$ cat config.mk
export PLATFORM = sky130hd
export DESIGN_NAME = planar_pose_integrator
export DESIGN_NICKNAME = d
export VERILOG_FILES = /design/src/rtl/ppi_pkg.sv /design/src/rtl/ppi_cordic.sv /design/src/rtl/planar_pose_integrator.sv
export SDC_FILE = /design/constraint.sdc
export NUM_CORES = 2
export LEC_CHECK = 0
export BUFFER_PORTS_ARGS = -buffer_cell sky130_fd_sc_hd__clkbuf_2
export CAP_MARGIN = 20
export CELL_PAD_IN_SITES_DETAIL_PLACEMENT = 1
export CELL_PAD_IN_SITES_GLOBAL_PLACEMENT = 1
export CORE_AREA = 8 8 391 393
export CTS_BUF_LIST = sky130_fd_sc_hd__clkbuf_2
export DETAILED_ROUTE_END_ITERATION = 8
export DIE_AREA = 0 0 399 401
export MAX_ROUTING_LAYER = met4
export PLACE_DENSITY = 0.91
export SYNTH_ARGS = -nofsm -noshare
export SYNTH_HDL_FRONTEND = slang
export SYNTH_SLANG_ARGS = --single-unit
$ cat constraint.sdc
create_clock -name clk -period 16.94 [get_ports clk]
set_input_delay 0 -clock clk [delete_from_list [all_inputs] [get_ports clk]]
set_output_delay 0 -clock clk [all_outputs]
set_load 0.02 [all_outputs]
$ cat src/rtl/ppi_pkg.sv
// Package for the planar pose integrator: sequencer states, register indexes,
// fixed-point constants and the CORDIC arctangent table. No dependencies.
package ppi_pkg;

    typedef enum logic [3:0] {
        S_IDLE, S_TD, S_HD, S_HACC, S_ROT, S_CF, S_SS, S_SF, S_CS,
        S_XD, S_YD, S_ZD, S_CLAMP, S_HALF, S_OUT
    } state_t;

    typedef enum logic [2:0] {
        REG_MIN_X  = 3'd0,
        REG_MAX_X  = 3'd1,
        REG_MIN_Y  = 3'd2,
        REG_MAX_Y  = 3'd3,
        REG_MIN_Z  = 3'd4,
        REG_MAX_Z  = 3'd5,
        REG_HOME_Z = 3'd6,
        REG_NONE   = 3'd7
    } reg_index_t;

    localparam logic [14:0]        DT_DEFAULT    = 15'd3277;
    localparam logic [15:0]        DT_LIMIT      = 16'd16384;
    localparam logic signed [15:0] HOME_LEVEL    = 16'sd2048;
    localparam logic signed [26:0] TURN_TO_ANGLE = 27'sd42722830;
    localparam logic signed [33:0] CORDIC_GAIN   = 34'sd652032874;
    localparam int                 CORDIC_STEPS  = 16;

    function automatic logic signed [33:0] ppi_atan(input logic [3:0] idx);
        logic signed [33:0] r;
        begin
            r = '0;
            case (idx)
                4'd0:  r = 34'sh20000000;
                4'd1:  r = 34'sh12E4051D;
                4'd2:  r = 34'sh09FB385B;
                4'd3:  r = 34'sh051111D4;
                4'd4:  r = 34'sh028B0D43;
                4'd5:  r = 34'sh0145D7E1;
                4'd6:  r = 34'sh00A2F61E;
                4'd7:  r = 34'sh00517C55;
                4'd8:  r = 34'sh0028BE53;
                4'd9:  r = 34'sh00145F2E;
                4'd10: r = 34'sh000A2F98;
                4'd11: r = 34'sh000517CC;
                4'd12: r = 34'sh00028BE6;
                4'd13: r = 34'sh000145F3;
                4'd14: r = 34'sh0000A2F9;
                default: r = 34'sh0000517C;
            endcase
            return r;
        end
    endfunction

endpackage

$ cat src/rtl/ppi_cordic.sv
// Iterative rotation-mode CORDIC, one micro-rotation per cycle, with Q1.14
// rounding and clamping of the results. Depends on ppi_pkg.
module ppi_cordic (
    input  logic               clk,
    input  logic               rst_n,
    input  logic               start,
    input  logic signed [33:0] angle,
    output logic               done,
    output logic signed [15:0] sin_q,
    output logic signed [15:0] cos_q
);
    import ppi_pkg::*;

    logic signed [33:0] x_reg, x_next, y_reg, y_next, z_reg, z_next;
    logic [3:0]         cnt_reg, cnt_next;
    logic               busy_reg, busy_next;
    logic               done_reg, done_next;
    logic signed [33:0] dx, dy;

    function automatic logic signed [15:0] to_q14(input logic signed [33:0] v);
        logic signed [33:0] s;
        logic signed [17:0] r;
        begin
            s = v + 34'sd32768;
            r = s[33:16];
            if (r > 18'sd16384)
                r = 18'sd16384;
            else if (r < -18'sd16384)
                r = -18'sd16384;
            return r[15:0];
        end
    endfunction

    always_comb
    begin
        dx = y_reg >>> cnt_reg;
        dy = x_reg >>> cnt_reg;
        x_next = x_reg;
        y_next = y_reg;
        z_next = z_reg;
        cnt_next = cnt_reg;
        busy_next = busy_reg;
        done_next = 1'b0;
        if (start)
        begin
            x_next = CORDIC_GAIN;
            y_next = '0;
            z_next = angle;
            cnt_next = '0;
            busy_next = 1'b1;
        end
        else if (busy_reg)
        begin
            if (!z_reg[33])
            begin
                x_next = x_reg - dx;
                y_next = y_reg + dy;
                z_next = z_reg - ppi_atan(cnt_reg);
            end
            else
            begin
                x_next = x_reg + dx;
                y_next = y_reg - dy;
                z_next = z_reg + ppi_atan(cnt_reg);
            end
            cnt_next = cnt_reg + 4'd1;
            if (cnt_reg == 4'(CORDIC_STEPS - 1))
            begin
                busy_next = 1'b0;
                done_next = 1'b1;
            end
        end
    end

    always_ff @(posedge clk or negedge rst_n)
    begin
        if (!rst_n)
        begin
            cnt_reg  <= '0;
            busy_reg <= 1'b0;
            done_reg <= 1'b0;
        end
        else
        begin
            cnt_reg  <= cnt_next;
            busy_reg <= busy_next;
            done_reg <= done_next;
        end
    end

    always_ff @(posedge clk)
    begin
        x_reg <= x_next;
        y_reg <= y_next;
        z_reg <= z_next;
    end

    assign done  = done_reg;
    assign sin_q = to_q14(y_reg);
    assign cos_q = to_q14(x_reg);

endmodule

$ cat src/rtl/planar_pose_integrator.sv
// Top level of the planar pose integrator: handshakes, configuration
// registers, shared multiplier and the sequencer. Depends on ppi_pkg, ppi_cordic.
//
// A command item is taken in idle and starts no sequence. A tick item makes
// nine passes through one shared 32x27 multiplier and two 16-step CORDIC
// runs (full heading, then half heading); the block accepts no item until
// the result item has been taken on the output channel.
module planar_pose_integrator #(
    parameter logic signed [15:0] HOME_X = 16'sd0,
    parameter logic signed [15:0] HOME_Y = 16'sd0
) (
    input  logic               clk,
    input  logic               rst_n,
    input  logic               in_valid,
    output logic               in_ready,
    input  logic               command,
    input  logic signed [15:0] vel_fwd,
    input  logic signed [15:0] vel_side,
    input  logic signed [15:0] vel_up,
    input  logic signed [15:0] turn_rate,
    input  logic signed [15:0] roll_rate,
    input  logic        [15:0] elapsed,
    output logic               out_valid,
    input  logic               out_ready,
    output logic signed [15:0] pos_x,
    output logic signed [15:0] pos_y,
    output logic signed [15:0] pos_z,
    output logic        [15:0] heading_out,
    output logic signed [15:0] quat_z,
    output logic signed [15:0] quat_w,
    input  logic               cfg_valid,
    output logic               cfg_ready,
    input  logic        [2:0]  cfg_index,
    input  logic signed [15:0] cfg_data
);
    import ppi_pkg::*;

    state_t state_reg, state_next;

    logic signed [15:0] min_x_reg, max_x_reg, min_y_reg, max_y_reg;
    logic signed [15:0] min_z_reg, max_z_reg, home_z_reg;
    logic signed [15:0] fwd_reg, side_reg, up_reg, turn_reg;
    logic               home_reg;
    logic signed [31:0] px_reg, py_reg, pz_reg;
    logic        [31:0] head_reg, head_next;
    logic        [14:0] dt_reg;
    logic signed [31:0] vx_reg, vy_reg;
    logic signed [33:0] sx_reg, sy_reg;
    logic signed [15:0] sn_reg, cs_reg;
    logic               neg_reg;

    logic signed [31:0] mul_a;
    logic signed [26:0] mul_b;
    logic signed [58:0] prod_reg;
    logic signed [58:0] prod_rnd24, prod_rnd14;
    logic signed [33:0] pz_sum, ang_full, ang_half;
    logic               fold_hi, fold_lo;
    logic signed [15:0] c_sin, c_cos;
    logic               cordic_start;
    logic               cordic_done;
    logic signed [33:0] cordic_angle;

    function automatic logic signed [31:0] clamp_axis(input logic signed [33:0] p,
                                                     input logic signed [15:0] lo,
                                                     input logic signed [15:0] hi);
        logic signed [33:0] l, u;
        logic signed [31:0] r;
        begin
            l = {{2{lo[15]}}, lo, 16'd0};
            u = {{2{hi[15]}}, hi, 16'd0};
            if (p < l)
                r = l[31:0];
            else if (p > u)
                r = u[31:0];
            else
                r = p[31:0];
            return r;
        end
    endfunction

    assign in_ready  = (state_reg == S_IDLE);
    assign out_valid = (state_reg == S_OUT);
    assign cfg_ready = 1'b1;

    // Shared multiplier with a registered product.
    always_comb
    begin
        mul_a = '0;
        mul_b = '0;
        unique case (state_reg)
            S_TD:    begin mul_a = 32'(turn_reg);     mul_b = 27'($signed({1'b0, dt_reg})); end
            S_HD:    begin mul_a = prod_reg[31:0];    mul_b = TURN_TO_ANGLE; end
            S_CF:    begin mul_a = 32'(cs_reg);       mul_b = 27'(fwd_reg); end
            S_SS:    begin mul_a = 32'(sn_reg);       mul_b = 27'(side_reg); end
            S_SF:    begin mul_a = 32'(sn_reg);       mul_b = 27'(fwd_reg); end
            S_CS:    begin mul_a = 32'(cs_reg);       mul_b = 27'(side_reg); end
            S_XD:    begin mul_a = vx_reg;            mul_b = 27'($signed({1'b0, dt_reg})); end
            S_YD:    begin mul_a = vy_reg;            mul_b = 27'($signed({1'b0, dt_reg})); end
            S_ZD:    begin mul_a = 32'(up_reg);       mul_b = 27'($signed({1'b0, dt_reg})); end
            default: begin mul_a = '0;                mul_b = '0; end
        endcase
    end

    always_ff @(posedge clk)
    begin
        prod_reg <= 59'(mul_a) * 59'(mul_b);
    end

    assign prod_rnd24 = prod_reg + 59'sd8388608;
    assign prod_rnd14 = prod_reg + 59'sd8192;
    assign head_next  = head_reg + prod_rnd24[55:24];
    assign pz_sum     = 34'(pz_reg) + prod_reg[33:0];

    // The full heading is folded into the CORDIC range; results flip sign.
    assign ang_full = 34'($signed(head_next));
    assign fold_hi  = ang_full > 34'sd1073741824;
    assign fold_lo  = ang_full < -34'sd1073741824;
    assign ang_half = 34'($signed(head_reg)) >>> 1;

    always_comb
    begin
        cordic_start = 1'b0;
        cordic_angle = ang_half;
        if (state_reg == S_HACC)
        begin
            cordic_start = 1'b1;
            if (fold_hi)
                cordic_angle = ang_full - 34'sd2147483648;
            else if (fold_lo)
                cordic_angle = ang_full + 34'sd2147483648;
            else
                cordic_angle = ang_full;
        end
        else if (state_reg == S_CLAMP)
        begin
            cordic_start = 1'b1;
        end
    end

    ppi_cordic u_cordic (
        .clk   (clk),
        .rst_n (rst_n),
        .start (cordic_start),
        .angle (cordic_angle),
        .done  (cordic_done),
        .sin_q (c_sin),
        .cos_q (c_cos)
    );

    always_comb
    begin
        state_next = state_reg;
        unique case (state_reg)
            S_IDLE:  if (in_valid && command) state_next = S_TD;
            S_TD:    state_next = S_HD;
            S_HD:    state_next = S_HACC;
            S_HACC:  state_next = S_ROT;
            S_ROT:   if (cordic_done) state_next = S_CF;
            S_CF:    state_next = S_SS;
            S_SS:    state_next = S_SF;
            S_SF:    state_next = S_CS;
            S_CS:    state_next = S_XD;
            S_XD:    state_next = S_YD;
            S_YD:    state_next = S_ZD;
            S_ZD:    state_next = S_CLAMP;
            S_CLAMP: state_next = S_HALF;
            S_HALF:  if (cordic_done) state_next = S_OUT;
            S_OUT:   if (out_ready) state_next = S_IDLE;
            default: state_next = S_IDLE;
        endcase
    end

    always_ff @(posedge clk or negedge rst_n)
    begin
        if (!rst_n)
            state_reg <= S_IDLE;
        else
            state_reg <= state_next;
    end

    // Configuration registers.
    always_ff @(posedge clk or negedge rst_n)
    begin
        if (!rst_n)
        begin
            min_x_reg  <= -16'sd8192;
            max_x_reg  <= 16'sd12288;
            min_y_reg  <= -16'sd8192;
            max_y_reg  <= 16'sd8192;
            min_z_reg  <= 16'sd1638;
            max_z_reg  <= 16'sd10240;
            home_z_reg <= 16'sd4915;
        end
        else if (cfg_valid)
        begin
            unique case (reg_index_t'(cfg_index))
                REG_MIN_X:  min_x_reg  <= cfg_data;
                REG_MAX_X:  max_x_reg  <= cfg_data;
                REG_MIN_Y:  min_y_reg  <= cfg_data;
                REG_MAX_Y:  max_y_reg  <= cfg_data;
                REG_MIN_Z:  min_z_reg  <= cfg_data;
                REG_MAX_Z:  max_z_reg  <= cfg_data;
                REG_HOME_Z: home_z_reg <= cfg_data;
                default:    ;
            endcase
        end
    end

    // Pose and held command state.
    always_ff @(posedge clk or negedge rst_n)
    begin
        if (!rst_n)
        begin
            fwd_reg  <= '0;
            side_reg <= '0;
            up_reg   <= '0;
            turn_reg <= '0;
            home_reg <= 1'b0;
            px_reg   <= {HOME_X, 16'd0};
            py_reg   <= {HOME_Y, 16'd0};
            pz_reg   <= {16'sd4915, 16'd0};
            head_reg <= '0;
        end
        else if (state_reg == S_IDLE && in_valid)
        begin
            if (!command)
            begin
                fwd_reg  <= vel_fwd;
                side_reg <= vel_side;
                up_reg   <= vel_up;
                turn_reg <= turn_rate;
                home_reg <= roll_rate > HOME_LEVEL;
            end
            else if (home_reg)
            begin
                fwd_reg  <= '0;
                side_reg <= '0;
                up_reg   <= '0;
                turn_reg <= '0;
                home_reg <= 1'b0;
                px_reg   <= {HOME_X, 16'd0};
                py_reg   <= {HOME_Y, 16'd0};
                pz_reg   <= {home_z_reg, 16'd0};
                head_reg <= '0;
            end
        end
        else if (state_reg == S_HACC)
        begin
            head_reg <= head_next;
        end
        else if (state_reg == S_CLAMP)
        begin
            px_reg <= clamp_axis(sx_reg, min_x_reg, max_x_reg);
            py_reg <= clamp_axis(sy_reg, min_y_reg, max_y_reg);
            pz_reg <= clamp_axis(pz_sum, min_z_reg, max_z_reg);
        end
    end

    // Working registers of one tick.
    always_ff @(posedge clk)
    begin
        if (state_reg == S_IDLE && in_valid && command)
        begin
            if (elapsed == 16'd0 || elapsed > DT_LIMIT)
                dt_reg <= DT_DEFAULT;
            else
                dt_reg <= elapsed[14:0];
        end
        if (state_reg == S_HACC)
            neg_reg <= fold_hi || fold_lo;
        if (state_reg == S_ROT && cordic_done)
        begin
            sn_reg <= neg_reg ? -c_sin : c_sin;
            cs_reg <= neg_reg ? -c_cos : c_cos;
        end
        if (state_reg == S_SS)
            vx_reg <= prod_reg[31:0];
        if (state_reg == S_SF)
            vx_reg <= vx_reg - prod_reg[31:0];
        if (state_reg == S_CS)
            vy_reg <= prod_reg[31:0];
        if (state_reg == S_XD)
            vy_reg <= vy_reg + prod_reg[31:0];
        if (state_reg == S_YD)
            sx_reg <= 34'(px_reg) + prod_rnd14[47:14];
        if (state_reg == S_ZD)
            sy_reg <= 34'(py_reg) + prod_rnd14[47:14];
        if (state_reg == S_HALF && cordic_done)
        begin
            quat_z <= c_sin;
            quat_w <= c_cos;
        end
    end

    assign pos_x       = px_reg[31:16];
    assign pos_y       = py_reg[31:16];
    assign pos_z       = pz_reg[31:16];
    assign heading_out = head_reg[31:16];

endmodule

==> flow_summary.ini, run 1 <==
[status]
status = did not finish
haltStage = global routing (5_1_grt)
tool.error = [ERROR GRT-0232] Routing congestion too high. Check the congestion heatmap in the GUI.

[floorplan]
fp.dieH_um = 401
die_x_um = 399
initial_utilization_pct = 54.41
rows = 141
ios = 220

[synthesis]
netlist_area_um2 = 79860
synth.distinct_cells = 100
synth_flop_cell = dfrtp_1
synth_edf_count = 246
synth-warning-count = 0
synth_fp_nets = 10420
synth-seq-cells = 685
yosysSeqAreaShare_pct = 22.28
avgSynthCellArea_um2 = 9.004
synthArstFlopShare_pct = 45.99
syn-instance-count = 8869

[clock_network]
htreeDepth = 4
clockRootBuffer = clkbuf_2
holdBufCountCts = 365
cts_resized = 0
cts_made_buffers = 196
postCtsSetupBuffers = 0
cts_buffer_depth = 3
clock_sinks = 685

[placement]
place.gp.congestion = 1.023
numPortBuffers = 218
hpwlAfterDp_um = 242300

[grt]
grt_max_degree = 116
grt-ovfl-total = 253
grt_use_total_pct = 64.18
[per-stage QoR]
| step | cells | hold slack (ps) | util, % | cell area, um2 | setup WS, ps |
|---|---|---|---|---|---|
| detailed placement | 10700 | 136.5 | 56.25 | 82570 | 5718 |
| CTS | 11430 | 11.87 | 60.13 | 88260 | 5665 |
| floorplan | 8869 | -295.6 | - | 79860 | 7276 |
| global placement | 10690 | 118.0 | 56.24 | 82550 | 6246 |
[Yosys cell counts (all sizes together) (66+ instances only)]
master,count,share of area [%]
fa,829,21
a21o,200,1.9
mux2,118,1.7
xnor2,337,3.7
nand2,1029,4.8
dfrtp,284,8.9
clkbuf,305,1.4
inv,1225,5.8
nor2,568,2.7
o21ai,459,2.9
nand3,167,1.0
buf,150,1.1
a21oi,460,2.9
nor3,101,0.65
a22o,124,1.4
dfxtp,124,3.1
a22oi,66,0.62
mux2i,122,1.5
xor2,186,2.0
o21a,67,0.63
edfxtp,246,9.3
ha,597,9.4
nand2b,82,0.64
and3,66,0.52
[logic make-up after synthesis]
logic type | Yosys count | share of synthesized area, %
compound gates | 1889 | 15.47
xor+xnor | 523 | 5.736
fa+ha+maj | 1428 | 30.16
buf+inv | 1680 | 8.335
flops | 685 | 22.28
mux | 287 | 4.533
other cells | 1 | 0.004696
simple gates | 2376 | 13.48
[routing by layer]
metal,GRT usage (%),overflow
met1,64.23,19
met2,80.16,131
met3,48.86,24
met4,54.59,79
met5,-,-
==> run 2: changes to the inputs <==
==> config.mk (replaced) <==
export PLATFORM = sky130hd
export DESIGN_NAME = planar_pose_integrator
export DESIGN_NICKNAME = d
export VERILOG_FILES = /design/src/rtl/ppi_pkg.sv /design/src/rtl/ppi_cordic.sv /design/src/rtl/planar_pose_integrator.sv
export SDC_FILE = /design/constraint.sdc
export NUM_CORES = 2
export LEC_CHECK = 0
export BUFFER_PORTS_ARGS = -buffer_cell sky130_fd_sc_hd__clkbuf_2
export CAP_MARGIN = 20
export CORE_AREA = 8 8 456 458
export DETAILED_ROUTE_END_ITERATION = 8
export DIE_AREA = 0 0 464 466
export PLACE_DENSITY_LB_ADDON = 0.15
export SYNTH_ARGS = -nofsm -noshare
export SYNTH_HDL_FRONTEND = slang
export SYNTH_SLANG_ARGS = --single-unit
==> run 2 against run 1 <==
Net effect: the run now ends clean; synthesized area unchanged; synthesized cell count unchanged.
==> flow_summary.ini, run 2 <==
[setup_path]
cp_common_cell = fa_1
max_stage_delay_ps = 1010
slowest_stage = nand4_1
critPathKind = flip-flop to flip-flop
arrival_ps = 11610
worstPathRequired_ps = 17590
worst_setup_path_end_kind = flip-flop
critPathMaxFanout = 43
startpoint_type = flip-flop

[final_layout]
largest_register_ffs = 56
stdcell_count = 11760
layout-drive-gt1-share_pct = 8.585
areaGrowthSynthToFinish_pct = 10.64
mostFrequentLayoutCells = 1223 x inv_1, 1025 x nand2_1, 829 x fa_1, 597 x ha_1, 559 x nor2_1
fin_nets = 10560
layout_commonest_cell = inv_1

[synthesis]
syn-instance-count = 8869
synth_top_family_by_area = adder cells
synth_edf_count = 246
synthSimpleGateAreaFrac_pct = 13.48
synth_top_area_cell = fa_1
synth_fa_ha_area_share_pct = 30.16
synth-seq-cells = 685
synth.top_cell.area_share_pct = 20.78
synthArstFlopShare_pct = 45.99
synth_top_cells_by_area = fa_1 21%, ha_1 9.4%, edfxtp_1 9.3%, dfrtp_1 8.9%, inv_1 5.8%
avgSynthCellArea_um2 = 9.004
yosysSeqAreaShare_pct = 22.28
netlist_area_um2 = 79860
synthTopCellsByCount = 1224 x inv_1, 1028 x nand2_1, 829 x fa_1, 597 x ha_1, 568 x nor2_1
synth.distinct_cells = 100
synth_compound_area_share_pct = 15.47
yosysMostFrequentCell = inv_1
synthMuxAreaShare_pct = 4.533
synth_flop_cell = dfrtp_1
synth_xor_area_share_pct = 5.736
synth-warning-count = 0
synth_fp_nets = 10420

[clock_network]
cts_made_buffers = 89
clock_sinks = 685
cts_buffer_depth = 3
cts.reportedPaths.clkPinSlew_ps = 60
cts_tree = done
htreeDepth = 3
insertion_delay_ps = 740
clockRootBuffer = clkbuf_16
cts_resized = 0

[placement]
dp.cells = 11430
place.gp.congestion = 0.9608
hpwlAfterDp_um = 219900
numPortBuffers = 218

[route]
drtPass1Iterations = 7
via_per_inst = 5.585
dr.max_layer_used = met5
m1WireLength_um = 119300
wl_per_cell_um = 23.70
drc_errors = 0
met2_length_um = 127300
dr_total_vias = 65700
totalWireLength_um = 278700
drt_iter0_drc = 5372
ant_nets = 0
wl_met3_um = 17290

[sta]
period_needed_ps = 10960
slew_headroom_pct = 20.46
finalCritPeriodShare_pct = 64.71
fin_skew_ps = 45.96
hold_violations = 0
grt_setup_unrepaired = no
worst_pin_slew_ps = 1190
slew_viol_final = 0
finalSetupTns_ps = 0
fmax_mhz = 91.23
setup_violations = 0

[floorplan]
die_x_um = 464
die-area_um2 = 216200
rows = 165
ios = 220
core-area_um2 = 200900
initial_utilization_pct = 39.76
fp.dieH_um = 466

[status]
status = completed

[worst_hold_path]
worst_hold_path_type = input port to flip-flop

[grt]
first_global_vias = 66520
grt_use_total_pct = 25.14
grt-ovfl-total = 0
antenna_found_initial = 8
grt_max_degree = 81
grt_pass1_wl_um = 420300

[flow_run]
maxCapViolations = 0
[run 2: cell counts after synthesis]
Identical to the previous run, type by type.
[run 2: repair_timing]
| action | in CTS | in global routing |
|---|---|---|
| setup buffers | 0 | 0 |
| hold buffers | 156 | 0 |
| hold endpoints to repair | 284 | 0 |
| setup endpoints to repair | 0 | 0 |
[run 2: through the flow]
| step | setup WS (ps) | area, um2 | utilization [%] | hold slack, ps |
|---|---|---|---|---|
| floorplan | 7276 | 79860 | - | -295.6 |
| CTS | 5838 | 88280 | 43.95 | 0.2800 |
| detailed placement | 5913 | 83450 | 41.54 | 104.5 |
| global placement | 5764 | 83410 | 41.52 | 116.1 |
| finish | 5978 | 88360 | 43.99 | 40.55 |
| global route | 5747 | 88350 | 43.98 | 25.39 |
[run 2: worst paths after layout]
| check | endpoint | cells past startpoint | slack, ps | start |
|---|---|---|---|---|
| min in group asynchronous | min_y_reg[13] | 3 | 460 | rst_n |
| worst min register to register | pz_reg[7] | 2 | 490 | pz_reg[7] |
| worst min-delay path | turn_reg[9] | 3 | 40 | turn_rate[9] |
| worst max-delay path | prod_reg[52] | 31 | 5980 | state_reg[1] |
| worst max register to register | prod_reg[52] | 31 | 5980 | state_reg[1] |
| max in group asynchronous | up_reg[6] | 5 | 14730 | rst_n |
[run 2: layout make-up]
cell class | instances | area (um2)
antenna | 5 | 12.51
clock buffer | 117 | 2550
clock inverter | 51 | 695.7
sequential | 685 | 17800
fill | 19540 | 112500
inverter | 1225 | 4598
timing repair buffer | 504 | 3720
tap | 2672 | 3343
multi-input combinational | 6504 | 55640
[run 2: worst max-delay path: cells and delay by family (launching register included)]
kind,cells,cell delay (ps)
DFF,1,650
and+or+nand+nor,6,2760
buffers and inverters,6,990
AOI/OAI and AO/OA,10,2490
xor gates and xnor gates,1,130
adders and majority gates,8,3820
[run 2: cell families (layout without fill, tap and decap cells)]
kind of cell | after synthesis | in the layout
adders and majority gates | 1428 | 1428
DFF | 685 | 685
xor gates and xnor gates | 523 | 523
and+or+nand+nor | 2376 | 2376
AOI/OAI and AO/OA | 1889 | 1889
muxes | 287 | 287
buffers and inverters | 1680 | 1897
other | 1 | 6
[run 2: per-layer routing]
metal | track usage [%] | vias to the layer above
met5 | 0 | -
met4 | 10.90 | 2
met3 | 4.001 | 487
met2 | 40.77 | 2089
met1 | 33.34 | 32860
li1 | - | 30250
Power of run 2 is not shown: default switching activity piles up to over one toggle a cycle in this logic, so the estimate is an artifact.
